## src/assert_macros.svh

```systemverilog
// Assertion macros shared by the power-management register block.
// Included by the RTL files that check their own logic; no other dependencies.
`ifndef ASSERT_MACROS_SVH
`define ASSERT_MACROS_SVH

// Same-cycle implication, off while reset is held
`define ASSERT_IMPLIES(lbl, clk, rst_n, ante, cons, msg) \
  lbl: assert property (@(posedge clk) disable iff (!rst_n) (ante) |-> (cons)) \
    else $error(msg);

// Next-cycle implication, off while reset is held
`define ASSERT_NEXT(lbl, clk, rst_n, ante, cons, msg) \
  lbl: assert property (@(posedge clk) disable iff (!rst_n) (ante) |=> (cons)) \
    else $error(msg);

`endif

```

## src/apm_pkg.sv

```systemverilog
// Shared types and constants for the ACPI PM1/GPE register block.
// No dependencies; used by every module of the block.
package apm_pkg;

  localparam int unsigned FUNC_W      = 2;
  localparam int unsigned ADDR_W      = 4;
  localparam int unsigned DATA_W      = 16;
  localparam int unsigned BYTE_W      = 8;
  localparam int unsigned GPE_IDX_W   = 5;
  localparam int unsigned GPE_SEL_W   = 2;
  localparam int unsigned GPE_BIT_W   = 3;
  localparam int unsigned SLP_TYP_W   = 3;
  localparam int unsigned CFG_IDX_W   = 1;
  localparam int unsigned GPE_BYTES_DEF = 4;

  // PM1 control bit positions
  localparam int unsigned SCI_EN_POS  = 0;
  localparam int unsigned SLP_TYP_LO  = 10;
  localparam int unsigned SLP_EN_POS  = 13;

  typedef enum logic [FUNC_W-1:0] {
    FUNC_READ      = 2'd0,
    FUNC_WRITE     = 2'd1,
    FUNC_FIXED_EVT = 2'd2,
    FUNC_GPE_EVT   = 2'd3
  } func_t;

  // Register map
  localparam logic [ADDR_W-1:0] ADDR_PM1_STS    = 4'd0;
  localparam logic [ADDR_W-1:0] ADDR_PM1_EN     = 4'd1;
  localparam logic [ADDR_W-1:0] ADDR_PM1_CNT    = 4'd2;
  localparam logic [ADDR_W-1:0] ADDR_SMI_CMD    = 4'd3;
  localparam logic [ADDR_W-1:0] ADDR_RESET      = 4'd4;
  localparam logic [ADDR_W-1:0] ADDR_GPE_STS_LO = 4'd8;
  localparam logic [ADDR_W-1:0] ADDR_GPE_STS_HI = 4'd11;
  localparam logic [ADDR_W-1:0] ADDR_GPE_EN_LO  = 4'd12;
  localparam logic [ADDR_W-1:0] ADDR_GPE_EN_HI  = 4'd15;

  // Configuration register indexes
  localparam logic [CFG_IDX_W-1:0] CFG_ACPI_ENABLE   = 1'b0;
  localparam logic [CFG_IDX_W-1:0] CFG_RESET_TRIGGER = 1'b1;

  typedef struct packed {
    func_t                func;
    logic [ADDR_W-1:0]    addr;
    logic [DATA_W-1:0]    wdata;
    logic [GPE_IDX_W-1:0] gpe_index;
  } in_req_t;

  typedef struct packed {
    logic [DATA_W-1:0]    rdata;
    logic                 sci_level;
    logic                 sleep_request;
    logic [SLP_TYP_W-1:0] sleep_type;
    logic                 reset_request;
  } out_rsp_t;

  // Byte-select code of GPE byte g
  function automatic logic [GPE_SEL_W-1:0] gpe_sel(input int unsigned g);
    return GPE_SEL_W'(g);
  endfunction

endpackage

```

## src/apm_in_reg.sv

```systemverilog
// Input register of the PM1/GPE register block: holds one request for the core.
// Depends on apm_pkg for the request struct.
module apm_in_reg (
  input  logic             clk,
  input  logic             rst_n,
  input  logic             in_valid,
  output logic             in_ready,
  input  apm_pkg::in_req_t in_data,
  input  logic             take,
  output logic             req_vld,
  output apm_pkg::in_req_t req_data
);

  logic             vld_r, vld_nxt;
  apm_pkg::in_req_t data_r;

  // Accept when empty or when the held request leaves this cycle
  assign in_ready = !vld_r || take;
  assign vld_nxt  = (vld_r && !take) || in_valid;

  always_ff @(posedge clk) begin
    if (!rst_n) begin
      vld_r <= 1'b0;
    end else if (in_ready) begin
      vld_r <= in_valid;
    end else begin
      vld_r <= vld_nxt;
    end
  end

  // Load a new request; payload needs no reset
  always_ff @(posedge clk) begin
    if (in_valid && in_ready) begin
      data_r <= in_data;
    end
  end

  assign req_vld  = vld_r;
  assign req_data = data_r;

endmodule

```

## src/apm_core.sv

```systemverilog
// PM1 status/enable/control, SMI_CMD, reset and GPE registers with SCI level.
// Depends on apm_pkg and assert_macros.svh.
`include "assert_macros.svh"

module apm_core #(
  parameter int unsigned GPE_BYTES = apm_pkg::GPE_BYTES_DEF
) (
  input  logic                             clk,
  input  logic                             rst_n,
  input  logic                             cfg_we,
  input  logic [apm_pkg::CFG_IDX_W-1:0]    cfg_index,
  input  logic [apm_pkg::BYTE_W-1:0]       cfg_wdata,
  input  logic                             fire,
  input  apm_pkg::in_req_t                 req,
  output apm_pkg::out_rsp_t                rsp
);

  // Configuration
  logic [apm_pkg::BYTE_W-1:0]    acpi_en_val_r;
  logic [apm_pkg::BYTE_W-1:0]    rst_trig_val_r;

  // Architectural state
  logic [apm_pkg::DATA_W-1:0]    pm1_sts_r, pm1_sts_nxt;
  logic [apm_pkg::DATA_W-1:0]    pm1_en_r, pm1_en_nxt;
  logic                          sci_en_r, sci_en_nxt;
  logic [apm_pkg::SLP_TYP_W-1:0] slp_typ_r, slp_typ_nxt;
  logic [apm_pkg::BYTE_W-1:0]    gsts_r [GPE_BYTES];
  logic [apm_pkg::BYTE_W-1:0]    gsts_nxt [GPE_BYTES];
  logic [apm_pkg::BYTE_W-1:0]    gen_r [GPE_BYTES];
  logic [apm_pkg::BYTE_W-1:0]    gen_nxt [GPE_BYTES];
  logic [GPE_BYTES-1:0]          gpe_pend;

  // Decoded request
  logic                          is_wr, is_rd;
  logic                          addr_gsts, addr_gen;
  logic [apm_pkg::BYTE_W-1:0]    wbyte;
  logic [apm_pkg::BYTE_W-1:0]    evt_bit;
  logic [apm_pkg::BYTE_W-1:0]    gsts_rd, gen_rd;
  logic                          sleep_req, reset_req;
  logic [apm_pkg::DATA_W-1:0]    rdata;

  assign is_wr     = (req.func == apm_pkg::FUNC_WRITE);
  assign is_rd     = (req.func == apm_pkg::FUNC_READ);
  assign addr_gsts = (req.addr >= apm_pkg::ADDR_GPE_STS_LO) &&
                     (req.addr <= apm_pkg::ADDR_GPE_STS_HI);
  assign addr_gen  = (req.addr >= apm_pkg::ADDR_GPE_EN_LO);
  assign wbyte     = req.wdata[apm_pkg::BYTE_W-1:0];
  assign evt_bit   = apm_pkg::BYTE_W'(1) << req.gpe_index[apm_pkg::GPE_BIT_W-1:0];

  // Capture configuration writes
  always_ff @(posedge clk) begin
    if (!rst_n) begin
      acpi_en_val_r  <= '0;
      rst_trig_val_r <= '0;
    end else if (cfg_we) begin
      case (cfg_index)
        apm_pkg::CFG_ACPI_ENABLE:   acpi_en_val_r  <= cfg_wdata;
        apm_pkg::CFG_RESET_TRIGGER: rst_trig_val_r <= cfg_wdata;
        default: ;
      endcase
    end
  end

  // Update GPE bytes: write-one-to-clear status, event set, enable load
  for (genvar g = 0; g < GPE_BYTES; g++) begin : g_gpe
    logic sel_addr, sel_evt;
    assign sel_addr = (req.addr[apm_pkg::GPE_SEL_W-1:0] == apm_pkg::gpe_sel(g));
    assign sel_evt  = (req.gpe_index[apm_pkg::GPE_IDX_W-1:apm_pkg::GPE_BIT_W] ==
                       apm_pkg::gpe_sel(g));

    always_comb begin
      gsts_nxt[g] = gsts_r[g];
      gen_nxt[g]  = gen_r[g];
      if (is_wr && addr_gsts && sel_addr) begin
        gsts_nxt[g] = gsts_r[g] & ~wbyte;
      end else if (req.func == apm_pkg::FUNC_GPE_EVT && sel_evt) begin
        gsts_nxt[g] = gsts_r[g] | evt_bit;
      end
      if (is_wr && addr_gen && sel_addr) begin
        gen_nxt[g] = wbyte;
      end
    end

    assign gpe_pend[g] = |(gsts_nxt[g] & gen_nxt[g]);

    always_ff @(posedge clk) begin
      if (!rst_n) begin
        gsts_r[g] <= '0;
        gen_r[g]  <= '0;
      end else if (fire) begin
        gsts_r[g] <= gsts_nxt[g];
        gen_r[g]  <= gen_nxt[g];
      end
    end
  end

  // Select the addressed GPE byte for reads; missing bytes read zero
  always_comb begin
    gsts_rd = '0;
    gen_rd  = '0;
    for (int unsigned g = 0; g < GPE_BYTES; g++) begin
      if (req.addr[apm_pkg::GPE_SEL_W-1:0] == apm_pkg::gpe_sel(g)) begin
        gsts_rd = gsts_r[g];
        gen_rd  = gen_r[g];
      end
    end
  end

  // PM1, SMI_CMD and reset register update
  always_comb begin
    pm1_sts_nxt = pm1_sts_r;
    pm1_en_nxt  = pm1_en_r;
    sci_en_nxt  = sci_en_r;
    slp_typ_nxt = slp_typ_r;
    sleep_req   = 1'b0;
    reset_req   = 1'b0;
    case (req.func)
      apm_pkg::FUNC_WRITE: begin
        case (req.addr)
          apm_pkg::ADDR_PM1_STS: pm1_sts_nxt = pm1_sts_r & ~req.wdata;
          apm_pkg::ADDR_PM1_EN:  pm1_en_nxt  = req.wdata;
          apm_pkg::ADDR_PM1_CNT: begin
            if (req.wdata[apm_pkg::SLP_EN_POS]) begin
              slp_typ_nxt = req.wdata[apm_pkg::SLP_TYP_LO +: apm_pkg::SLP_TYP_W];
              sleep_req   = 1'b1;
            end
          end
          apm_pkg::ADDR_SMI_CMD: begin
            if (wbyte == acpi_en_val_r) begin
              sci_en_nxt = 1'b1;
            end
          end
          apm_pkg::ADDR_RESET:   reset_req = (wbyte == rst_trig_val_r);
          default: ;
        endcase
      end
      apm_pkg::FUNC_FIXED_EVT: pm1_sts_nxt = pm1_sts_r | req.wdata;
      default: ;
    endcase
  end

  // Read mux, from state before this request
  always_comb begin
    rdata = '0;
    if (is_rd) begin
      case (req.addr) inside
        apm_pkg::ADDR_PM1_STS: rdata = pm1_sts_r;
        apm_pkg::ADDR_PM1_EN:  rdata = pm1_en_r;
        apm_pkg::ADDR_PM1_CNT: begin
          rdata[apm_pkg::SCI_EN_POS] = sci_en_r;
          rdata[apm_pkg::SLP_TYP_LO +: apm_pkg::SLP_TYP_W] = slp_typ_r;
        end
        [apm_pkg::ADDR_GPE_STS_LO:apm_pkg::ADDR_GPE_STS_HI]:
          rdata = apm_pkg::DATA_W'(gsts_rd);
        [apm_pkg::ADDR_GPE_EN_LO:apm_pkg::ADDR_GPE_EN_HI]:
          rdata = apm_pkg::DATA_W'(gen_rd);
        default: rdata = '0;
      endcase
    end
  end

  // Advance PM1 state on each processed request
  always_ff @(posedge clk) begin
    if (!rst_n) begin
      pm1_sts_r <= '0;
      pm1_en_r  <= '0;
      sci_en_r  <= 1'b0;
      slp_typ_r <= '0;
    end else if (fire) begin
      pm1_sts_r <= pm1_sts_nxt;
      pm1_en_r  <= pm1_en_nxt;
      sci_en_r  <= sci_en_nxt;
      slp_typ_r <= slp_typ_nxt;
    end
  end

  // Result: SCI level reflects state after this request
  always_comb begin
    rsp.rdata         = rdata;
    rsp.sci_level     = sci_en_nxt && ((|(pm1_sts_nxt & pm1_en_nxt)) || (|gpe_pend));
    rsp.sleep_request = sleep_req;
    rsp.sleep_type    = slp_typ_nxt;
    rsp.reset_request = reset_req;
  end

  `ASSERT_NEXT(a_sci_en_sticky, clk, rst_n, sci_en_r, sci_en_r, "SCI_EN cleared without reset")
  `ASSERT_NEXT(a_idle_hold, clk, rst_n, !fire, $stable(pm1_sts_r) && $stable(pm1_en_r), "PM1 state changed with no request")
  `ASSERT_IMPLIES(a_sci_needs_en, clk, rst_n, fire && rsp.sci_level, sci_en_nxt, "SCI raised outside ACPI mode")
  `ASSERT_NEXT(a_sleep_typ_rec, clk, rst_n, fire && sleep_req, slp_typ_r == $past(req.wdata[apm_pkg::SLP_TYP_LO +: apm_pkg::SLP_TYP_W]), "SLP_TYP not recorded")

endmodule

```

## src/acpi_power_event_register_block.sv

```systemverilog
// Top level of the ACPI PM1 event/control and GPE register block.
// Depends on apm_pkg, apm_in_reg and apm_core.
//
//  channel  | handshake            | payload
//  ---------+----------------------+--------------------------------
//  in_      | in_valid / in_ready  | func, addr, wdata, gpe_index
//  out_     | out_valid / out_ready| rdata, sci_level, sleep_*, reset_request
//  cfg_     | cfg_we               | cfg_index, cfg_wdata
//
// One request per cycle while out_ready holds; requests pass input then result register.
// State updates and the result are formed combinationally between the two registers.
// Synchronous active-low reset clears all PM1/GPE state, configuration and valids.
// A stalled result holds in the output register while the input register still
// takes one more request; both stall only when the result is not taken.
module acpi_power_event_register_block #(
  parameter int unsigned GPE_BYTES = apm_pkg::GPE_BYTES_DEF
) (
  input  logic                          clk,
  input  logic                          rst_n,
  input  logic                          in_valid,
  output logic                          in_ready,
  input  apm_pkg::in_req_t              in_data,
  output logic                          out_valid,
  input  logic                          out_ready,
  output apm_pkg::out_rsp_t             out_data,
  input  logic                          cfg_we,
  input  logic [apm_pkg::CFG_IDX_W-1:0] cfg_index,
  input  logic [apm_pkg::BYTE_W-1:0]    cfg_wdata
);

  logic              req_vld;
  apm_pkg::in_req_t  req_data;
  apm_pkg::out_rsp_t rsp;
  logic              out_free, fire;
  logic              out_valid_r;
  apm_pkg::out_rsp_t out_data_r;

  // Process a request when the result register can take it
  assign out_free = !out_valid_r || out_ready;
  assign fire     = req_vld && out_free;

  apm_in_reg u_in_reg (
    .clk      (clk),
    .rst_n    (rst_n),
    .in_valid (in_valid),
    .in_ready (in_ready),
    .in_data  (in_data),
    .take     (fire),
    .req_vld  (req_vld),
    .req_data (req_data)
  );

  apm_core #(
    .GPE_BYTES (GPE_BYTES)
  ) u_core (
    .clk       (clk),
    .rst_n     (rst_n),
    .cfg_we    (cfg_we),
    .cfg_index (cfg_index),
    .cfg_wdata (cfg_wdata),
    .fire      (fire),
    .req       (req_data),
    .rsp       (rsp)
  );

  // Result register valid: load on fire, drop when taken
  always_ff @(posedge clk) begin
    if (!rst_n) begin
      out_valid_r <= 1'b0;
    end else if (out_free) begin
      out_valid_r <= fire;
    end
  end

  // Result payload
  always_ff @(posedge clk) begin
    if (fire) begin
      out_data_r <= rsp;
    end
  end

  assign out_valid = out_valid_r;
  assign out_data  = out_data_r;

endmodule

```

## config.mk

```make
export PLATFORM = sky130hd
export DESIGN_NAME = acpi_power_event_register_block
export DESIGN_NICKNAME = d
export VERILOG_FILES = /design/src/apm_pkg.sv /design/src/apm_in_reg.sv /design/src/apm_core.sv /design/src/acpi_power_event_register_block.sv
export VERILOG_INCLUDE_DIRS = /design/src /design/src/src
export SDC_FILE = /design/constraint.sdc
export NUM_CORES = 1
export LEC_CHECK = 0
export BUFFER_PORTS_ARGS = -buffer_cell sky130_fd_sc_hd__buf_2
export CORE_MARGIN = 2
export CORE_UTILIZATION = 55
export CTS_BUF_LIST = sky130_fd_sc_hd__clkbuf_8
export DETAILED_ROUTE_END_ITERATION = 8
export PLACE_DENSITY = 0.74
export SETUP_SLACK_MARGIN = 0.02
export SLEW_MARGIN = 20
export SYNTH_ARGS = -nofsm -noshare
export SYNTH_HDL_FRONTEND = slang
export SYNTH_HIERARCHICAL = 1
export SYNTH_SLANG_ARGS = --single-unit
```

## constraint.sdc

```tcl
create_clock -name clk -period 9.8 [get_ports clk]
set_input_delay 0.98 -clock clk [delete_from_list [all_inputs] [get_ports clk]]
set_output_delay 0.98 -clock clk [all_outputs]
set_load 0.05 [all_outputs]
```

Word level (Yosys, flattened, before mapping)
Memory sizes are Yosys's and may differ from the RTL's.
Cells that the tools add are included.
{ "totals": {"regBits": 103, "ram_bits": 64, "output_inout_bits": 24, "wordCells": 161, "memories": 2} }
{ "memory_table": {"columns": ["memory", "depth", "width", "read_ports", "rd_clocked_by_memory_dff", "write_ports", "line", "rtl"], "rows": [
  ["u_core.gen_r", 4, 8, 4, 0, 4, "apm_core.sv:29", "logic [apm_pkg::BYTE_W-1:0] gen_r [GPE_BYTES];"],
  ["u_core.gsts_r", 4, 8, 4, 0, 4, "apm_core.sv:27", "logic [apm_pkg::BYTE_W-1:0] gsts_r [GPE_BYTES];"]
]} }
{ "classes": {"order_cmp": 4, "n_eq_ne": 15, "shifts": 1, "muxes": 59, "n_bitwise": 26, "reduce_logical": 37} }
{ "op_table": {"columns": ["op", "n"], "rows": [
  ["2-to-1 mux 8 bit", 28],
  ["bitwise AND 8 bit", 8],
  ["2-to-1 mux 16 bit", 3],
  ["2-to-1 mux 9 bit", 4],
  ["bitwise AND 16 bit", 2],
  ["bitwise OR 8 bit", 4],
  ["case mux 16 bit (2 select lines)", 1],
  ["OR reduction 32 bit", 1],
  ["2-to-1 mux 3 bit", 8],
  ["logical AND 1 bit", 20],
  ["== test 8 bit", 2],
  ["NOT 16 bit", 1],
  ["bitwise OR 16 bit", 1],
  ["OR reduction 16 bit", 1],
  ["2-to-1 mux 1 bit", 14],
  ["== test 2 bit (second input constant)", 6],
  ["== test 4 x 2 -> 1 bit (second input constant)", 2],
  [">= comparator 4 bit (second input constant)", 2],
  ["<= comparator 4 bit (second input constant)", 2],
  ["NOT 8 bit", 1],
  ["bitwise OR 1 bit", 8],
  ["AND reduction 2 bit", 4],
  ["<< shifter 1 x 3 -> 8 bit (first input constant)", 1],
  ["2-to-1 mux 7 bit", 1],
  ["8 further kinds", 17]
]} }

Depth between registers and ports, before layout
Gate-level depths: netlist of the first run.
{ "depth": {"ltp_word": 10, "mapped_depth": 11, "ltp_nobuf": 9} }

Modules after synthesis
The synthesis of the first run kept the hierarchy.
{ "by_module_without_submodules": {"columns": ["module", "n_inst", "cells_per_inst", "area_each_um2", "seq_area_each_um2"], "rows": [
  ["apm_core", 1, 839, 7488.4, 2962.8],
  ["apm_in_reg", 1, 32, 868.3, 830.8],
  ["acpi_power_event_register_block", 1, 26, 708.2, 680.7]
]} }

Least setup slack after synthesis of the first run
No wires, ideal clock.
{ "synth_timing": {"kind": "input -> register", "startpoint": "input port out_ready", "endpoint": "memory u_core/gen_r[0][0] (netlist bit) (enable)", "setup_ns": 0.418, "t_arrival_ns": 3.785, "path_slack_ns": 5.597, "stages": 5, "path_buffers": 1, "cell_sequence": "nor2b_4 nor2b_1 clkbuf_1 nor2b_1 inv_1"} }
{ "synth_rtl": {"columns": ["item", "line", "rtl"], "rows": [
  ["start, declared", "acpi_power_event_register_block.sv:24", "input logic out_ready,"],
  ["end, declared", "apm_core.sv:29", null]
]} }

==> out/summary.txt, run 1 <==
Vias per inst -> 6.52
TritonRoute pass-1 iters -> 7
Total GRT Usage -> 29.6%
Sw frac -> 28.5%
Initial antenna violation count -> 1
Pin count of the biggest net entering global routing -> 65
Max Clock Skew -> 0.0118 ns
Sequential share of the synthesized area -> 49.4%
Slew @ Worst Pin -> 1.01 ns
Max incr delay on CP -> 0.93 ns
Post-layout min period -> 3.82 ns
Hold path startpoint -> u_core/pm1_en_r[0]
Leading cell type in the layout, fill and taps excluded -> nand2_1
Slew margin rel. -> 32.4%
Reg2reg start -> u_in_reg/req_data[24]
# diodes -> 0
Cell count after synthesis -> 897
Max-slew violations -> 0
Critical Path Source Type -> flop
Die Area -> 0.0175 mm²
Count of cell types in the netlist -> 70
Crit path kind -> reg -> reg
Asr flop ratio synth -> 0%
Initial DRC count -> 1301
CTS Buf Count -> 17
Final-stage net count -> 972
Part of the cycle the worst path needs -> 39.0%
Clock root cell -> clkbuf_8
Register-to-Register Path Depth -> 7
Yosys warning count -> 6
Hold/Removal Path Class -> reg -> reg
# Post-CTS Setup Buffers -> 0
End of the worst hold path -> u_core/pm1_en_r[0]
Setup TNS -> 0 ns
Post-cts gate resize count -> 0
Area grow syn2layout -> 8.68%
Skew-Pair Late Insertion Delay -> 0.47 ns
Most frequent cells in the layout -> 128 x nand2_1, 113 x edfxtp_1, 64 x buf_2
Post-route DRC -> 0
Die W -> 132 µm
Number of global-route vias before repair -> 7074
ANT nets after route -> 0
Wirelength per Cell -> 22.2 µm
Clk pwr share -> 33.0%
Status -> finished, final reports clean
Hold_buf cts -> 0
#FFs+latches synth -> 167
Gr ovfl total -> 0
Worst path cell trace -> nand3_2, nor2_1, mux2_2, a2bb2oi_1, nand4_1, nor4_1, a41oi_1
Main synth FF type -> edfxtp_1
Syn avg cell area -> 10.1 µm²
Pre-CTS WS -> 6.13 ns
Syn Nets -> 943
H-tree depth -> 4
Port Buffers -> 64
Critical path arrival -> 4.01 ns
Post-detail-place hpwl -> 17400 µm
Setup crit end kind -> flop
P_int -> 0.00111 W
Switching power -> 0.000441 W
Clk buf depth -> 2
CTS tree -> yes
Sequential share of power -> 53.8%
GP Congestion -> 0.984
First-pass GRT wire length -> 40000 µm
Post-synth EDFFs -> 113
WL final -> 25600 µm
Pwr per Cell Area -> 157 mW/mm²
CTS Sinks -> 167
Logic gate share of total power -> 13.2%
Fill count -> 1379
Chip Height -> 132 µm
Slowest stage cell, crit path -> edfxtp_1
Crit Path Max Fanout -> 23
Fmax -> 0.262 GHz
Clk slew on worst S/H paths -> 0.09 ns
Final Hold Viols -> 0
Setup WS post-layout -> 5.98 ns
R2R Setup Slk -> 5.98 ns
Mapped Area -> 0.00906 mm²
Share of cells above drive strength 1 -> 14.9%
Core ar. -> 0.0160 mm²
Hold Path Depth -> 2
Leakage -> 3.52 nW
VDD IR max -> 0.104 mV
RSZ-0062 raised after global routing -> no
WP data required -> 9.98 ns
Starting Density -> 56.7%
Final setup viols -> 0
Core Rows -> 46
DR vias -> 7528
Ports -> 65
FF-to-FF End -> out_data[5]
Max-cap violations -> 0
[power by group through the flow]
| stage | Combinational, W | Sequential (W) | Clock [W] |
|---|---|---|---|
| final | 0.000205 | 0.000832 | 0.000511 |
| after CTS | 0.000200 | 0.000830 | 0.000520 |
| after global placement | 0.000198 | 0.000845 | 0 |
| after global routing | 0.000216 | 0.000836 | 0.000544 |
| after floorplan | 0.000133 | 0.000844 | 0 |
| after detailed placement | 0.000199 | 0.000845 | 0 |
[layout make-up]
class | count | area (µm²) | share of cell area, %
Multi-Input combinational cell | 638 | 4200 | 42.7
Clock inverter | 13 | 143 | 1.45
Timing Repair Buffer | 74 | 395 | 4.01
Inverter | 28 | 105 | 1.07
Clock buffer | 19 | 262 | 2.65
Sequential cell | 167 | 4470 | 45.4
Tap cell | 216 | 270 | 2.74
[flip-flops by register name (all words and copies together), names as in the netlist]
name and flops:
u_core/gsts_r 32, u_in_reg/req_data 27, u_core/gen_r 32, u_core/rst_trig_val_r 8, u_core/acpi_en_val_r 8, u_in_reg/req_vld 1, u_core/pm1_sts_r 16, out_data 22
u_core/pm1_en_r 16, out_valid 1, u_core/sci_en_r 1, u_core/slp_typ_r 3
[cells in the mapped netlist (5+ instances only)]
cell type	number	area share, %
a211oi_1	10	0.83
a21boi_0	29	2.4
a21o_1	7	0.58
a21oi_1	46	2.5
a222oi_1	7	0.77
a22o_1	7	0.68
a22oi_1	25	2.1
a31oi_1	7	0.48
a32oi_1	5	0.48
and2_1	7	0.48
and3_1	9	0.62
and3b_1	5	0.48
buf_2	9	0.50
clkbuf_1	44	1.8
dfxtp_1	54	12
edfxtp_1	113	37
ha_1	5	0.69
inv_1	27	1.1
mux2_2	9	1.1
mux2i_1	43	4.7
mux4_2	12	3.0
nand2_1	129	5.3
nand3_1	37	2.0
nand4_1	5	0.35
nor2_1	54	2.2
nor2b_1	46	3.2
nor4_1	5	0.35
o211ai_1	10	0.83
o21ai_0	35	1.9
o22ai_1	9	0.62
o31ai_1	7	0.58
xnor2_1	9	0.87
xor2_1	7	0.68
[metal layers]
layer,global-route usage (%),vias up,share of wire [%]
met4,12.1,2,3.7
met5,0,-,0.051
li1,-,3359,-
met1,43.4,3496,41
met2,41.9,582,43
met3,7.50,89,12
[critical path: cells and delay by family, from the launching register on]
family             cells  cell delay (ns)
DFF                    1             0.93
and+or+nand+nor        4             1.73
muxes                  1             0.43
AOI/OAI and AO/OA      2             0.44
[logic make-up after synthesis]
kind of cell	share of synthesized area [%]
and+or+nand+nor	17.8
AOI/OAI and AO/OA	17.3
DFF	49.4
buffers and inverters	4.39
muxes	8.85
xor gates and xnor gates	1.55
adders and majority gates	0.690
[worst max path at each step]
stage,from,to,slack [ns]
after floorplan,out_ready,u_core/gen_r[0][0],5.60
after global placement,u_in_reg/req_data[24],out_data[5],6.23
after detailed placement,u_in_reg/req_data[24],out_data[5],6.13
after CTS,u_in_reg/req_data[24],out_data[5],6.07
after global routing,u_in_reg/req_data[24],out_data[5],5.91
final,u_in_reg/req_data[24],out_data[5],5.98
[metrics by stage]
step / instance area [µm²] / util [%] / total power, W / hold WS (ns) / instances
after floorplan: 9060 / - / 0.000977 / 0.443 / 897
after global placement: 9450 / 59.0 / 0.00104 / 0.454 / 1123
after detailed placement: 9450 / 59.0 / 0.00104 / 0.460 / 1123
after CTS: 9850 / 61.6 / 0.00155 / 0.472 / 1155
after global routing: 9850 / 61.6 / 0.00160 / 0.496 / 1155
final: 9850 / 61.6 / 0.00155 / 0.473 / 1155
Power figures use the tool's default switching activity.
==> inputs of run 2 (changes only) <==
==> constraint.sdc (replaced) <==
create_clock -name clk -period 3.76 [get_ports clk]
set_input_delay 0.376 -clock clk [delete_from_list [all_inputs] [get_ports clk]]
set_output_delay 0.376 -clock clk [all_outputs]
set_load 0.05 [all_outputs]
==> run 2 against run 1 <==
Critical path depth rose by 2. Core utilization rose by 1.4 points. Critical endpoint unchanged. Wire length rose by 3.0%. Clock-buffer cell count shrank 1. Sequential power increased to 2.6 times the previous value. Highest routed layer is now met4.
==> out/summary.txt, run 2 (same netlist as run 1, synthesis figures left out) <==
Status -> finished, final reports clean
Clk buf depth -> 2 (unchanged)
Number of global-route vias before repair -> 6994 (-1.1%)
Slowest stage cell, crit path -> nor4_1
Met1 GRT Util -> 45.0% (+1.7 points)
Sequential share of power -> 52.9% (-0.9 points)
Hold/Removal Path Class -> in -> reg
Switching power -> 0.00119 W (+170%)
Initial DRC count -> 1056 (-19%)
Met3 Usage GRT -> 7.61% (+0.12 points)
Share of cells above drive strength 1 -> 17.4% (+2.5 points)
Clk pwr share -> 33.2% (+0.2 points)
Max-slew violations -> 0 (unchanged)
# Post-CTS Setup Buffers -> 0 (unchanged)
Core Rows -> 46 (unchanged)
DR vias -> 7607 (+1.0%)
Final-stage net count -> 998 (+2.7%)
Setup crit end kind -> flop
Port Buffers -> 64 (unchanged)
Max-cap violations -> 0 (unchanged)
Ports -> 65 (unchanged)
First-pass GRT wire length -> 40700 µm (+1.7%)
Max incr delay on CP -> 0.49 ns (-0.44 ns)
Crit path kind -> reg -> reg
# diodes -> 0 (unchanged)
Leakage -> 3.67 nW (+4.1%)
Most frequent cells in the layout -> 128 x nand2_1, 113 x edfxtp_1, 64 x buf_2
VDD IR max -> 0.259 mV (+150%)
H-tree depth -> 4 (unchanged)
Die W -> 132 µm (unchanged)
Skew-Pair Late Insertion Delay -> 0.47 ns (about the same)
Post-detail-place hpwl -> 18300 µm (+5.4%)
Fmax -> 0.283 GHz (+8.1%)
Hold_buf cts -> 0 (unchanged)
Worst path cell trace -> inv_1, ha_1, nand3b_4, or3_1, a22o_1, a2111oi_2, nand4_1, nor4_1, a41oi_1
CTS Buf Count -> 17 (unchanged)
Core ar. -> 0.0160 mm² (unchanged)
Fin cells -> 1181 (+2.3%)
Post-route DRC -> 0 (unchanged)
Fin Hold WS -> 0.0747 ns (-0.399 ns)
Setup WS post-layout -> 0.223 ns (-5.75 ns)
Wirelength per Cell -> 22.3 µm (+0.70%)
Crit Path Max Fanout -> 19 (-17%)
CTS Sinks -> 167 (unchanged)
Total GRT Usage -> 30.3% (+0.67 points)
GRT met2 Usage -> 42.9% (+1.1 points)
Sw frac -> 29.1% (+0.57 points)
GP Congestion -> 0.962 (-2.2%)
GRT busiest layer -> met1
Fill count -> 1326 (-3.8%)
WP data required -> 3.94 ns (-6.04 ns)
Setup TNS -> 0 ns (unchanged)
Logic gate share of total power -> 13.9% (+0.7 points)
Area grow syn2layout -> 11.2%
Pwr per Cell Area -> 405 mW/mm² (+160%)
ANT nets after route -> 0 (unchanged)
WL final -> 26400 µm (+3.0%)
Post-cts gate resize count -> 0 (unchanged)
Pin count of the biggest net entering global routing -> 61 (-6.2%)
Vias per inst -> 6.44 (-1.2%)
Part of the cycle the worst path needs -> 94.1% (+55 points)
Initial antenna violation count -> 0 (-1)
Final Hold Viols -> 0 (unchanged)
Dpl cells -> 1149 (+2.3%)
Starting Density -> 56.7% (unchanged)
Clk slew on worst S/H paths -> 0.10 ns (about the same)
Slew @ Worst Pin -> 0.797 ns (-0.215 ns)
Die Area -> 0.0175 mm² (unchanged)
Gr ovfl total -> 0 (unchanged)
Chip Height -> 132 µm (unchanged)
CTS tree -> yes
Final setup viols -> 0 (unchanged)
Critical Path Source Type -> flop
Clock root cell -> clkbuf_8
Max Clock Skew -> 0.0176 ns (+0.00584 ns)
Leading cell type in the layout, fill and taps excluded -> nand2_1
TritonRoute pass-1 iters -> 7 (unchanged)
P_int -> 0.00290 W (+160%)
RSZ-0062 raised after global routing -> no
Post-layout min period -> 3.54 ns (-0.287 ns)
Critical path arrival -> 3.72 ns (-0.29 ns)
R2R Setup Slk -> 0.22 ns (-5.75 ns)
Pre-CTS WS -> 0.306 ns (-5.82 ns)
Slew margin rel. -> 46.9% (+14 points)
-- run 2: cell count changes in the layout (fill, tap and decap cells not counted), sizes merged --
cell / before / now
clkinv: 1 / 5
clkinvlp: 3 / 1
buf: 74 / 100
clkbuf: 19 / 18
inv: 35 / 34
-- run 2: cell type report --
cell class / instances / area [µm²] / area share (%)
clock buffers: 18 / 248 / 2.46
clock inverters: 14 / 161 / 1.60
inverters: 28 / 109 / 1.08
well taps: 216 / 270 / 2.68
repair buffers: 100 / 616 / 6.11
flip-flops and latches: 167 / 4470 / 44.4
multi-input cells: 638 / 4200 / 41.7
-- run 2: worst paths after layout --
kind	start	endpoint	depth (start not counted)
worst max-delay path	u_in_reg/req_data[26]	out_data[5]	9
worst min-delay path	in_data[20]	u_in_reg/req_data[20]	1
worst max register to register	u_in_reg/req_data[26]	out_data[5]	9
worst min register to register	u_core/pm1_en_r[0]	u_core/pm1_en_r[0]	2
-- run 2: stage by stage --
stage	instance area (µm²)	total power [W]	utilization [%]
6_report	10100	0.00408	63.0
5_1_grt	10100	0.00422	63.0
4_1_cts	10100	0.00409	63.0
3_5_place_dp	9670	0.00275	60.4
3_3_place_gp	9670	0.00275	60.4
2_1_floorplan	9070	0.00255	-
-- run 2: worst max-delay path: cells and delay by family, from the launching register on --
kind,cells,cell delay [ns]
AO/OA/AOI/OAI,3,0.94
adder cells (fa/ha/maj),1,0.44
buffers and inverters,1,0.12
flip-flops,1,0.42
AND/OR/NAND/NOR,4,1.32
-- run 2: layer usage --
| layer | share of wire, % | wire length, µm |
|---|---|---|
| met5 | 0 | 0 |
| met4 | 3.0 | 791 |
| met3 | 11 | 3020 |
| met2 | 43 | 11300 |
| met1 | 43 | 11200 |
-- run 2: power groups by stage --
| stage | logic, W | clock network (W) | registers [W] |
|---|---|---|---|
| after floorplan | 0.000347 | 0 | 0.00220 |
| after global placement | 0.000552 | 0 | 0.00219 |
| after detailed placement | 0.000556 | 0 | 0.00219 |
| after CTS | 0.000558 | 0.00138 | 0.00215 |
| after global routing | 0.000604 | 0.00145 | 0.00217 |
| final | 0.000569 | 0.00136 | 0.00216 |
==> inputs of run 3 (changes only) <==
--- a/config.mk
+++ b/config.mk
@@ -11,6 +11,7 @@
 export CORE_UTILIZATION = 55
 export CTS_BUF_LIST = sky130_fd_sc_hd__clkbuf_8
 export DETAILED_ROUTE_END_ITERATION = 8
+export GPL_TIMING_DRIVEN = 0
 export PLACE_DENSITY = 0.74
 export SETUP_SLACK_MARGIN = 0.02
 export SLEW_MARGIN = 20
==> run 3 against run 2 <==
Core utilization grew 0.48 points. Combinational power grew 7.2%. Worst hold slack is essentially flat. Highest routed layer unchanged. Total power is essentially flat. First-iteration DRC count grew 30%. Fmax shrank 4.1%.
==> out/summary.txt, run 3 (same netlist as run 1, synthesis figures left out) <==
Util after Layout -> 63.5% (+0.48 points)
Worst Setup SP -> u_in_reg/req_data[26]
Max incr delay on CP -> 0.49 ns (about the same)
Final-stage net count -> 1027 (+2.9%)
Slew margin rel. -> 32.0% (-15 points)
CTS Buf Count -> 17 (unchanged)
Switching power -> 0.00121 W (+1.9%)
Final Hold Viols -> 0 (unchanged)
FF-to-FF End -> out_data[5]
Pin count of the biggest net entering global routing -> 30 (-51%)
Hold/Removal Path Class -> in -> reg
CTS tree -> yes
Max Clock Skew -> 0.0205 ns (+0.00289 ns)
Max-cap violations -> 0 (unchanged)
Fill count -> 1339 (+0.98%)
Post-detail-place hpwl -> 19600 µm (+6.9%)
Fin Hold WS -> 0.0751 ns (+0.000337 ns)
Part of the cycle the worst path needs -> 98.0% (+4.0 points)
ANT nets after route -> 0 (unchanged)
TritonRoute pass-1 iters -> 7 (unchanged)
Chip Height -> 132 µm (unchanged)
First-pass GRT wire length -> 42600 µm (+4.7%)
Skew-Pair Late Insertion Delay -> 0.48 ns (about the same)
Leading cell type in the layout, fill and taps excluded -> nand2_1
Port Buffers -> 62 (-3.1%)
WP data required -> 3.91 ns (-0.03 ns)
Post-layout min period -> 3.69 ns (+0.150 ns)
Share of cells above drive strength 1 -> 15.4% (-2.0 points)
Clock root cell -> clkbuf_8
Slowest stage cell, crit path -> edfxtp_1
Placed Instance Area -> 0.00970 mm² (+0.34%)
CTS Sinks -> 167 (unchanged)
H-tree depth -> 4 (unchanged)
Fin cells -> 1210 (+2.5%)
Slew @ Worst Pin -> 1.02 ns (+0.223 ns)
Critical Path End -> out_data[5]
Final setup viols -> 0 (unchanged)
# diodes -> 0 (unchanged)
Vias per inst -> 6.45 (+0.18%)
Number of global-route vias before repair -> 7318 (+4.6%)
Register-to-Register Path Depth -> 11 (+2)
Starting Density -> 56.7% (unchanged)
Clk pwr share -> 32.7% (-0.5 points)
P_int -> 0.00287 W (-0.72%)
Die Area -> 0.0175 mm² (unchanged)
Core ar. -> 0.0160 mm² (unchanged)
Clk buf depth -> 2 (unchanged)
Clk slew on worst S/H paths -> 0.09 ns (about the same)
Fmax -> 0.271 GHz (-4.1%)
Leakage -> 3.62 nW (-1.2%)
R2R Setup Slk -> 0.07 ns (-0.15 ns)
Die W -> 132 µm (unchanged)
GP Congestion -> 1.01 (+5.0%)
Design area -> 0.0102 mm² (+0.76%)
Logic gate share of total power -> 14.9% (+1.0 points)
Critical path arrival -> 3.84 ns (+0.12 ns)
WL final -> 27900 µm (+5.7%)
Crit path kind -> reg -> reg
Multi-input logic area -> 0.00424 mm² (+0.92%)
Core Rows -> 46 (unchanged)
Sequential share of power -> 52.4% (-0.5 points)
DR vias -> 7808 (+2.6%)
Status -> finished, final reports clean
Dpl cells -> 1177 (+2.4%)
Post-route DRC -> 0 (unchanged)
Reg2reg start -> u_in_reg/req_data[26]
Initial antenna violation count -> 0 (unchanged)
Most frequent cells in the layout -> 129 x nand2_1, 113 x edfxtp_1, 71 x buf_2
Critical Path Source Type -> flop
Sw frac -> 29.6% (+0.54 points)
Crit Path Max Fanout -> 10 (-9)
Setup crit end kind -> flop
RSZ-0062 raised after global routing -> no
Gr ovfl total -> 0 (unchanged)
Pwr per Cell Area -> 402 mW/mm² (-0.70%)
VDD IR max -> 0.227 mV (-12%)
Ports -> 65 (unchanged)
Max-slew violations -> 0 (unchanged)
Reg area -> 0.00447 mm² (unchanged)
Initial DRC count -> 1372 (+30%)
Area grow syn2layout -> 12.0%
Worst path cell trace -> inv_1, ha_1, clkbuf_2, nand3_2, nor2_4, buf_4, mux2_2, a32oi_1, nand4_1, nor4_2, a41oi_1
Wirelength per Cell -> 23.0 µm (+3.1%)
Total GRT Usage -> 32.1% (+1.8 points)
## run 3: critical path, delay by kind of cell (launching register included)
| kind | cells | cell delay (ns) |
|---|---|---|
| AO/OA/AOI/OAI | 2 | 0.51 |
| AND/OR/NAND/NOR | 4 | 1.06 |
| adder cells (fa/ha/maj) | 1 | 0.20 |
| multiplexers | 1 | 0.37 |
| flip-flops | 1 | 0.49 |
| buffers and inverters | 3 | 0.72 |
## run 3: what timing repair did
action	in CTS	in global routing
buffers inserted	1	0
gates resized for setup	3	6
endpoints found under the setup margin	1	1
hold buffers	0	0
endpoints found under the hold margin	0	0
pin swaps	1	0
## run 3: worst min-delay path by stage
stage | start | endpoint | depth (start not counted)
floorplan | u_core/pm1_en_r[11] | u_core/pm1_en_r[11] | 2
global placement | u_core/pm1_en_r[0] | u_core/pm1_en_r[0] | 2
detailed placement | u_core/pm1_en_r[0] | u_core/pm1_en_r[0] | 2
CTS | in_data[4] | u_in_reg/req_data[4] | 1
global route | in_data[4] | u_in_reg/req_data[4] | 1
finish | in_data[20] | u_in_reg/req_data[20] | 1
## run 3: through the flow
step | TNS, ns | total power [W] | setup slack (ns)
global placement | -30.51 | 0.00275 | -0.642
global route | 0 | 0.00421 | 0.0275
detailed placement | -0.631 | 0.00276 | -0.631
floorplan | 0 | 0.00255 | 0.494
finish | 0 | 0.00408 | 0.0735
CTS | 0 | 0.00406 | 0.0454
## run 3: layer usage
metal / up-vias / share of wire, % / global-route usage (%) / routed length [µm]
li1: 3476 / - / - / -
met1: 3692 / 41 / 46.2 / 11500
met2: 558 / 42 / 46.8 / 11800
met3: 82 / 13 / 9.42 / 3740
met4: 0 / 3.1 / 10.1 / 852
met5: - / 0 / 0 / 0
## run 3: area by class of cell
cell class              instances  area share, %
flip-flops and latches        167           44.1
well taps                     216           2.66
clock buffers                  17           2.30
inverters                      28           1.07
repair buffers                 65           3.60
plain buffers                  64           2.89
clock inverters                15           1.66
multi-input cells             638           41.8
## run 3: power by group through the flow
stage	Clock (W)	Sequential (W)	Combinational [W]
finish	0.00133	0.00214	0.000610
global route	0.00142	0.00215	0.000640
CTS	0.00134	0.00214	0.000584
detailed placement	0	0.00218	0.000582
global placement	0	0.00218	0.000568
floorplan	0	0.00220	0.000347
